===== src/hw/rtl/ltsc_pkg.sv =====
`default_nettype none
// ----------------------------------------------------------------------------
// ltsc_pkg
// Shared types and constants of the tagged-slot LRU cache directory.
// ----------------------------------------------------------------------------
package ltsc_pkg;

  localparam int unsigned CAPACITY = 16;
  localparam int unsigned IDX_W    = (CAPACITY > 1) ? $clog2(CAPACITY) : 1;
  localparam int unsigned CNT_W    = $clog2(CAPACITY + 1);
  localparam int unsigned SLOT_W   = 4;
  localparam int unsigned COORD_W  = 64;
  localparam int unsigned LAYER_W  = 8;
  localparam int unsigned STAMP_W  = 64;

  localparam logic [CNT_W-1:0]   CAP_CNT   = CNT_W'(CAPACITY);
  localparam logic [STAMP_W-1:0] STAMP_MAX = '1;

  localparam logic ACT_LOOKUP = 1'b0;
  localparam logic ACT_REPORT = 1'b1;

  typedef struct packed {
    logic                      action;
    logic signed [COORD_W-1:0] coord_x;
    logic signed [COORD_W-1:0] coord_y;
    logic signed [COORD_W-1:0] coord_z;
    logic [LAYER_W-1:0]        layer_id;
    logic [SLOT_W-1:0]         report_slot;
    logic                      load_ok;
  } in_t;

  typedef struct packed {
    logic              hit;
    logic              available;
    logic [SLOT_W-1:0] slot_index;
    logic              fill_request;
  } out_t;

  typedef struct packed {
    logic [COORD_W-1:0] x;
    logic [COORD_W-1:0] y;
    logic [COORD_W-1:0] z;
    logic [LAYER_W-1:0] layer;
  } tag_t;

  // Directory access issued by the sequencer.
  typedef struct packed {
    logic               rd_en;
    logic [IDX_W-1:0]   rd_idx;
    logic               tag_we;
    logic               stamp_we;
    logic               valid_set;
    logic [IDX_W-1:0]   wr_idx;
    tag_t               wr_tag;
    logic [STAMP_W-1:0] wr_stamp;
    logic               pres_we;
    logic [IDX_W-1:0]   pres_idx;
    logic               pres_val;
  } dir_ctl_t;

  // Registered read data of one directory entry.
  typedef struct packed {
    tag_t               tag;
    logic [STAMP_W-1:0] stamp;
    logic               valid;
    logic               present;
  } dir_rd_t;

  // Outcome of comparing one entry against the request and the best stamp.
  typedef struct packed {
    logic               match;
    logic               better;
    logic [STAMP_W-1:0] stamp;
  } cmp_res_t;

  typedef enum logic [1:0] {
    ST_IDLE,
    ST_SCAN,
    ST_FINISH
  } state_t;

endpackage : ltsc_pkg
`default_nettype wire


===== src/hw/rtl/ltsc_dir.sv =====
`default_nettype none
// ----------------------------------------------------------------------------
// ltsc_dir
// Slot directory: tag and stamp memories with one registered read port and
// one write port, plus per-slot valid and present flags.
// ----------------------------------------------------------------------------
module ltsc_dir (
  input  logic               clk,
  input  logic               rst_n,
  input  ltsc_pkg::dir_ctl_t ctl,
  output ltsc_pkg::dir_rd_t  rd
);
  import ltsc_pkg::*;

  tag_t                tag_mem   [CAPACITY];
  logic [STAMP_W-1:0]  stamp_mem [CAPACITY];
  logic [CAPACITY-1:0] valid_r, valid_nxt;
  logic [CAPACITY-1:0] present_r, present_nxt;
  dir_rd_t             rd_r;

  always_ff @(posedge clk) begin
    if (ctl.tag_we) begin
      tag_mem[ctl.wr_idx] <= ctl.wr_tag;
    end
    if (ctl.stamp_we) begin
      stamp_mem[ctl.wr_idx] <= ctl.wr_stamp;
    end
    if (ctl.rd_en) begin
      rd_r.tag     <= tag_mem[ctl.rd_idx];
      rd_r.stamp   <= stamp_mem[ctl.rd_idx];
      rd_r.valid   <= valid_r[ctl.rd_idx];
      rd_r.present <= present_r[ctl.rd_idx];
    end
  end

  always_comb begin
    valid_nxt   = valid_r;
    present_nxt = present_r;
    if (ctl.valid_set) begin
      valid_nxt[ctl.wr_idx] = 1'b1;
    end
    if (ctl.pres_we) begin
      present_nxt[ctl.pres_idx] = ctl.pres_val;
    end
  end

  always_ff @(posedge clk) begin
    if (!rst_n) begin
      valid_r   <= '0;
      present_r <= '0;
    end else begin
      valid_r   <= valid_nxt;
      present_r <= present_nxt;
    end
  end

  assign rd = rd_r;

endmodule : ltsc_dir
`default_nettype wire


===== src/hw/rtl/ltsc_cmp.sv =====
`default_nettype none
// ----------------------------------------------------------------------------
// ltsc_cmp
// Shared compare unit: tests one directory entry for a tag match and for a
// stamp below the best seen so far in the current scan.
// ----------------------------------------------------------------------------
module ltsc_cmp (
  input  ltsc_pkg::tag_t               req_tag,
  input  ltsc_pkg::dir_rd_t            entry,
  input  logic [ltsc_pkg::STAMP_W-1:0] best,
  output ltsc_pkg::cmp_res_t           res
);
  import ltsc_pkg::*;

  logic [STAMP_W-1:0] eff_stamp;

  // A slot that was never filled has never been stamped either, so its
  // stamp counts as zero whatever the memory holds.
  assign eff_stamp  = entry.valid ? entry.stamp : '0;
  assign res.stamp  = eff_stamp;
  assign res.match  = entry.valid && (entry.tag == req_tag);
  assign res.better = (eff_stamp < best);

endmodule : ltsc_cmp
`default_nettype wire


===== src/hw/rtl/ltsc_seq.sv =====
`default_nettype none
// ----------------------------------------------------------------------------
// ltsc_seq
// Sequencer: accepts a word, scans the directory one slot per cycle through
// the shared compare unit, then updates the directory and posts the result.
// ----------------------------------------------------------------------------
module ltsc_seq (
  input  logic               clk,
  input  logic               rst_n,
  input  logic               in_valid,
  output logic               in_stall,
  input  ltsc_pkg::in_t      in_word,
  output logic               out_valid,
  input  logic               out_stall,
  output ltsc_pkg::out_t     out_word,
  output ltsc_pkg::dir_ctl_t ctl,
  input  ltsc_pkg::dir_rd_t  rd
);
  import ltsc_pkg::*;

  state_t             state_r, state_nxt;
  in_t                req_r, req_nxt;
  logic [CNT_W-1:0]   cnt_r, cnt_nxt;
  logic               cmp_vld_r, cmp_vld_nxt;
  logic [IDX_W-1:0]   cmp_idx_r, cmp_idx_nxt;
  logic               found_r, found_nxt;
  logic [IDX_W-1:0]   hit_idx_r, hit_idx_nxt;
  logic               hit_pres_r, hit_pres_nxt;
  logic [STAMP_W-1:0] best_r, best_nxt;
  logic [IDX_W-1:0]   victim_r, victim_nxt;
  logic [STAMP_W-1:0] use_clock_r, use_clock_nxt;
  out_t               res_r, res_nxt;
  logic               out_valid_r, out_valid_nxt;

  logic               in_acc;
  logic               out_free;
  logic               scan_more;
  logic               rslot_ok;
  logic [IDX_W-1:0]   rslot_idx;
  logic [STAMP_W-1:0] next_clock;
  tag_t               req_tag;
  cmp_res_t           cmp;

  assign in_acc     = in_valid && !in_stall;
  assign out_free   = !out_valid_r || !out_stall;
  assign scan_more  = (cnt_r < CAP_CNT);
  assign rslot_ok   = (32'(req_r.report_slot) < CAPACITY);
  assign rslot_idx  = IDX_W'(req_r.report_slot);
  assign next_clock = use_clock_r + 1'b1;
  assign req_tag    = '{x: req_r.coord_x, y: req_r.coord_y, z: req_r.coord_z,
                        layer: req_r.layer_id};

  ltsc_cmp u_cmp (
    .req_tag (req_tag),
    .entry   (rd),
    .best    (best_r),
    .res     (cmp)
  );

  // Next state.
  always_comb begin
    state_nxt = state_r;
    unique case (state_r)
      ST_IDLE: begin
        if (in_valid) begin
          state_nxt = (in_word.action == ACT_REPORT) ? ST_FINISH : ST_SCAN;
        end
      end
      ST_SCAN: begin
        if (!scan_more && !cmp_vld_r) begin
          state_nxt = ST_FINISH;
        end
      end
      ST_FINISH: begin
        if (out_free) begin
          state_nxt = ST_IDLE;
        end
      end
      default: state_nxt = ST_IDLE;
    endcase
  end

  // Outputs of the state machine: handshake and directory access.
  always_comb begin
    in_stall = 1'b1;
    ctl      = '0;
    ctl.rd_idx = cnt_r[IDX_W-1:0];
    ctl.wr_tag = req_tag;
    unique case (state_r)
      ST_IDLE: begin
        in_stall = 1'b0;
      end
      ST_SCAN: begin
        ctl.rd_en = scan_more;
      end
      ST_FINISH: begin
        if (out_free) begin
          if (req_r.action == ACT_REPORT) begin
            ctl.pres_we  = rslot_ok;
            ctl.pres_idx = rslot_idx;
            ctl.pres_val = req_r.load_ok;
          end else if (found_r) begin
            ctl.stamp_we = 1'b1;
            ctl.wr_idx   = hit_idx_r;
            ctl.wr_stamp = next_clock;
          end else begin
            ctl.tag_we    = 1'b1;
            ctl.stamp_we  = 1'b1;
            ctl.valid_set = 1'b1;
            ctl.wr_idx    = victim_r;
            ctl.wr_stamp  = next_clock;
            ctl.pres_we   = 1'b1;
            ctl.pres_idx  = victim_r;
            ctl.pres_val  = 1'b0;
          end
        end
      end
      default: begin
        in_stall = 1'b1;
      end
    endcase
  end

  // Datapath next values.
  always_comb begin
    req_nxt       = req_r;
    cnt_nxt       = cnt_r;
    cmp_vld_nxt   = 1'b0;
    cmp_idx_nxt   = cmp_idx_r;
    found_nxt     = found_r;
    hit_idx_nxt   = hit_idx_r;
    hit_pres_nxt  = hit_pres_r;
    best_nxt      = best_r;
    victim_nxt    = victim_r;
    use_clock_nxt = use_clock_r;
    res_nxt       = res_r;
    out_valid_nxt = out_valid_r && out_stall;

    if (in_acc) begin
      req_nxt    = in_word;
      cnt_nxt    = '0;
      found_nxt  = 1'b0;
      best_nxt   = STAMP_MAX;
      victim_nxt = '0;
    end

    if (state_r == ST_SCAN) begin
      if (scan_more) begin
        cnt_nxt     = cnt_r + 1'b1;
        cmp_vld_nxt = 1'b1;
        cmp_idx_nxt = cnt_r[IDX_W-1:0];
      end
      if (cmp_vld_r) begin
        // The first matching slot wins; later matches are ignored.
        if (cmp.match && !found_r) begin
          found_nxt    = 1'b1;
          hit_idx_nxt  = cmp_idx_r;
          hit_pres_nxt = rd.present;
        end
        // Strictly smaller only, so the lowest slot keeps a tie.
        if (cmp.better) begin
          best_nxt   = cmp.stamp;
          victim_nxt = cmp_idx_r;
        end
      end
    end

    if (state_r == ST_FINISH && out_free) begin
      out_valid_nxt = 1'b1;
      if (req_r.action == ACT_REPORT) begin
        res_nxt.hit          = 1'b0;
        res_nxt.available    = rslot_ok && req_r.load_ok;
        res_nxt.slot_index   = req_r.report_slot;
        res_nxt.fill_request = 1'b0;
      end else if (found_r) begin
        use_clock_nxt        = next_clock;
        res_nxt.hit          = 1'b1;
        res_nxt.available    = hit_pres_r;
        res_nxt.slot_index   = SLOT_W'(hit_idx_r);
        res_nxt.fill_request = 1'b0;
      end else begin
        use_clock_nxt        = next_clock;
        res_nxt.hit          = 1'b0;
        res_nxt.available    = 1'b0;
        res_nxt.slot_index   = SLOT_W'(victim_r);
        res_nxt.fill_request = 1'b1;
      end
    end
  end

  always_ff @(posedge clk) begin
    if (!rst_n) begin
      state_r     <= ST_IDLE;
      cmp_vld_r   <= 1'b0;
      use_clock_r <= '0;
      out_valid_r <= 1'b0;
    end else begin
      state_r     <= state_nxt;
      cmp_vld_r   <= cmp_vld_nxt;
      use_clock_r <= use_clock_nxt;
      out_valid_r <= out_valid_nxt;
    end
  end

  always_ff @(posedge clk) begin
    req_r      <= req_nxt;
    cnt_r      <= cnt_nxt;
    cmp_idx_r  <= cmp_idx_nxt;
    found_r    <= found_nxt;
    hit_idx_r  <= hit_idx_nxt;
    hit_pres_r <= hit_pres_nxt;
    best_r     <= best_nxt;
    victim_r   <= victim_nxt;
    res_r      <= res_nxt;
  end

  assign out_valid = out_valid_r;
  assign out_word  = res_r;

endmodule : ltsc_seq
`default_nettype wire


===== src/hw/rtl/lru_tagged_slot_cache_core.sv =====
`default_nettype none
// ----------------------------------------------------------------------------
// lru_tagged_slot_cache_core
// Fully associative LRU cache directory with timestamped slots.
// ----------------------------------------------------------------------------
// A lookup word is scanned against the directory one slot per cycle through a
// single read port and one shared compare unit, and the block accepts no new
// word until the scan is done; its result is written into the output register
// as the block returns to idle. A load report needs no scan. The finished
// result waits in the output register, and the next word may be accepted while
// it is still stalled. Slot valid and present flags are cleared by reset, so no
// clearing pass is needed.
// ----------------------------------------------------------------------------
module lru_tagged_slot_cache_core (
  input  logic           clk,
  input  logic           rst_n,
  input  logic           in_valid,
  output logic           in_stall,
  input  ltsc_pkg::in_t  in_word,
  output logic           out_valid,
  input  logic           out_stall,
  output ltsc_pkg::out_t out_word
);
  import ltsc_pkg::*;

  dir_ctl_t dir_ctl;
  dir_rd_t  dir_rd;

  ltsc_seq u_seq (
    .clk       (clk),
    .rst_n     (rst_n),
    .in_valid  (in_valid),
    .in_stall  (in_stall),
    .in_word   (in_word),
    .out_valid (out_valid),
    .out_stall (out_stall),
    .out_word  (out_word),
    .ctl       (dir_ctl),
    .rd        (dir_rd)
  );

  ltsc_dir u_dir (
    .clk   (clk),
    .rst_n (rst_n),
    .ctl   (dir_ctl),
    .rd    (dir_rd)
  );

endmodule : lru_tagged_slot_cache_core
`default_nettype wire


===== config.mk =====
export PLATFORM = sky130hd
export DESIGN_NAME = lru_tagged_slot_cache_core
export DESIGN_NICKNAME = d
export VERILOG_FILES = /design/src/hw/rtl/ltsc_pkg.sv /design/src/hw/rtl/ltsc_dir.sv /design/src/hw/rtl/ltsc_cmp.sv /design/src/hw/rtl/ltsc_seq.sv /design/src/hw/rtl/lru_tagged_slot_cache_core.sv
export SDC_FILE = /design/constraint.sdc
export NUM_CORES = 2
export LEC_CHECK = 0
export BUFFER_PORTS_ARGS = -buffer_cell sky130_fd_sc_hd__buf_2
export CAP_MARGIN = 10
export CORE_ASPECT_RATIO = 0.9
export CORE_MARGIN = 2
export CORE_UTILIZATION = 30
export CTS_BUF_LIST = sky130_fd_sc_hd__clkbuf_8
export CTS_CLUSTER_DIAMETER = 120
export DETAILED_ROUTE_END_ITERATION = 6
export PLACE_DENSITY = 0.51
export RECOVER_POWER = 25
export SYNTH_ARGS = -nofsm -noshare
export SYNTH_HDL_FRONTEND = slang
export SYNTH_HIERARCHICAL = 1
export SYNTH_MEMORY_MAX_BITS = 65536
export SYNTH_SLANG_ARGS = --single-unit

===== constraint.sdc =====
create_clock -name clk -period 25 [get_ports clk]
set_input_delay 5 -clock clk [delete_from_list [all_inputs] [get_ports clk]]
set_output_delay 5 -clock clk [all_outputs]
set_load 0.005 [all_outputs]

==> results.ini <==
[outcome]
outcome = finished with violations
violations = capacitance limit, slew limit

[detailed_routing]
firstDrtPassIters = 7
vias = 96200
drt_iter0_drc = 9280
drt-wirelength-per-cell_um = 28.2
wl_mm = 537
avgViaCountPerCell = 5.05
drc_errors = 0
ant_nets = 0

[floorplanning]
start_util_pct = 30.1
pin_count = 219
row_count = 276
die_h_um = 755
die_x_um = 839
dieArea_sq_um = 634000
core_sq_um = 626000

[yosys]
synth_most_common_cell = edfxtp_1
syn_area_per_cell_sq_um = 19.9
synth_cells = 9464
yosysWarningCount = 6
synth_common_cells = edfxtp_1, mux4_2, a22oi_1
synth_top_area_share_pct = 75.2
synth-edff-count = 4712
synth_area_sq_um = 188000
seq_area_frac_synth_pct = 77.0
synth_cell_type_count = 70
synth_area_leaders = edfxtp_1, mux4_2, a22oi_1
synth_fp_nets = 9739
synth_area_leader_cell = edfxtp_1
ys.flop_type = edfxtp_1
ys_seq_elements = 4886
synthArstFlopShare_pct = 0

[layout]
area_growth_syn_to_layout_pct = 13.2
fin_nets = 10300
finalCoreUtilization_pct = 34.0
instances_no_fill = 19100
drive_gt1_share_pct = 21.8

[sta]
tightest_slew_ns = 1.64
period_minus_slack_ns = 9.41
rsz0062_at_grt = false
post-route-period-util_pct = 37.6
setup_violations = 0
relSlewSlack_pct = -9.42
fmax_ghz = 0.106
finClkSkew_ns = 0.138
drv_slew = 19
hold_viol_final = 0
finalSetupTns_ns = 0

[hold_path]
worstHoldPathCells = 0
hold_path.class = reg -> reg
hold_start = u_dir/rd[0]$_DFFE_PP_
min_to = u_seq/hit_pres_r$_DFFE_PP_

[worst_setup_path]
startpoint_type = primary input
critPathCaptureType = flop
critPathBufInv = 4
path_depth = 10
required_ns = 25.94
path_delay_family = simple AND/OR/NAND/NOR gates
worstPathMaxFanout = 50
slowest_stage = buf_4
cp.arrival_ns = 10.35
timing.rr.start = u_seq/found_r$_DFF_P_
worstReg2RegEnd = u_dir/tag_mem[6][43]$_DFFE_PP_
reg2reg_slack_ns = 18.70
crit_type = in -> reg
cpPeakStageDelay_ns = 0.88
cp_cell_sequence = buf_2 -> nand2_1 -> nand2b_1 -> nor3_1 -> nor2b_1 -> nand2_1 -> nor2_4 -> buf_4 -> buf_4 -> buf_4
worstRegToRegCells = 8
cpMostUsedCell = buf_4

[global_routing]
grt_pass1_wl_mm = 748
first_global_vias = 98500
grt_max_degree = 116
antenna_found_initial = 76
grt_overflow = 0
grt_use_total_pct = 16.4

[place]
hpwl_mm = 307
placedCellCount = 17600
port_buffers = 218
place_congestion = 0.843

[cts]
path_clk_slew_ns = 0.06
tritoncts = done
clock-root-buffer = clkbuf_8
cts.htree.levels = 6
clockBufferDepth = 4
cts.sinks = 4886
cts-resized-gates = 0
numCtsBuffers = 774
cts_hold_buf = 0
clock_latency_ns = 1.37
cts.repair_timing.setup_buffer_count = 0

[power_and_ir_drop]
leakagePower_nw = 65.9
pwr_density_cell_nw_per_um2 = 79.7
p_total_mw = 17.0
irDropWorstVdd_mv = 0.0638

[flow_run]
max_cap_violations = 1

sequential cells by signal, indices dropped and copies added (netlist names):
name               flops
u_seq/out_valid        1
u_seq/use_clock_r     64
u_dir/present_r       16
u_seq/found_r          1
u_seq/req_r            2
u_seq/hit_idx_r        4
u_seq/cmp_vld_r        1
u_dir/stamp_mem     1024
u_seq/cnt_r            5
u_seq/ctl            200
u_seq/victim_r         4
u_seq/best_r          64
u_dir/tag_mem       3200
u_seq/rslot_idx        4
u_seq/hit_pres_r       1
u_seq/state_r          2
u_seq/out_word         7
u_dir/valid_r         16
u_seq/cmp_idx_r        4
u_dir/rd             266
kinds of logic after synthesis:
logic type | Yosys count | synth area share, %
AO/OA/AOI/OAI | 1004 | 3.72
XOR/XNOR | 184 | 0.856
adder cells (fa/ha/maj) | 65 | 0.432
AND/OR/NAND/NOR | 1183 | 3.04
multiplexers | 1289 | 12.5
buffers and inverters | 853 | 2.43
flip-flops | 4886 | 77.0
power by group:
group / total [mW] / switching, mW / internal (mW)
registers: 9.19 / 0.116 / 9.07
logic: 1.27 / 0.759 / 0.513
clock network: 6.52 / 3.20 / 3.32
total: 17.0 / 4.07 / 12.9
per-stage QoR:
stage	area (sq um)	worst slack, ns	hold slack [ns]
after floorplan	188000	9.26	0.400
after global placement	199000	14.29	0.420
after detailed placement	199000	14.20	0.411
after CTS	213000	15.72	0.426
after global routing	213000	15.41	0.428
final	213000	15.59	0.425
cells in the final DEF, fill, tap and decap left out, drive strengths merged, types with 5 or more instances in the layout:
master and n:
xor2 85, buf 419, diode 33, nand2 347
o2111ai 5, a21oi 146, dfxtp 174, or2 5
and2 74, edfxtp 4712, nand4 92, a22oi 633
or4 16, nand2b 24, nand3 164, xnor2 99
nor2b 22, o31ai 13, or3 46, nor3 25
bufinv 34, o21a 17, clkbuf 883, mux2i 438
a221oi 13, ha 65, nor2 309, clkinv 311
nor4 41, inv 420, a21boi 10, a21o 16
clkinvlp 10, o22ai 51, o2bb2ai 11, o21ai 68
mux4 850
worst max path at each step:
stage / from / endpoint / slack, ns
2_1_floorplan: out_stall / u_dir/tag_mem[12][0]$_DFFE_PP_ / 9.26
3_3_place_gp: out_stall / u_dir/tag_mem[6][96]$_DFFE_PP_ / 14.29
3_5_place_dp: out_stall / u_dir/tag_mem[6][142]$_DFFE_PP_ / 14.20
4_1_cts: out_stall / u_dir/tag_mem[6][43]$_DFFE_PP_ / 15.72
5_1_grt: out_stall / u_dir/tag_mem[6][43]$_DFFE_PP_ / 15.41
6_report: out_stall / u_dir/tag_mem[6][43]$_DFFE_PP_ / 15.59
layout make-up:
type                       count  area [sq um]
clock buffer                 794         10900
fill                       58900        413000
multi-input combinational   3725         39100
sequential                  4886        145000
timing repair buffer         508          3190
tap                         8340         10400
inverter                     165           627
clock inverter               610          3720
antenna                       33          82.6
per-layer routing:
layer | part of all wire (%) | global-route usage (%) | routed length (um)
met4 | 2.7 | 4.48 | 14500
met5 | 0.041 | 0 | 220
met1 | 43 | 22.3 | 229000
met3 | 6.7 | 3.00 | 36100
met2 | 48 | 27.0 | 257000
Note: power is estimated with default switching activity, not from simulation.
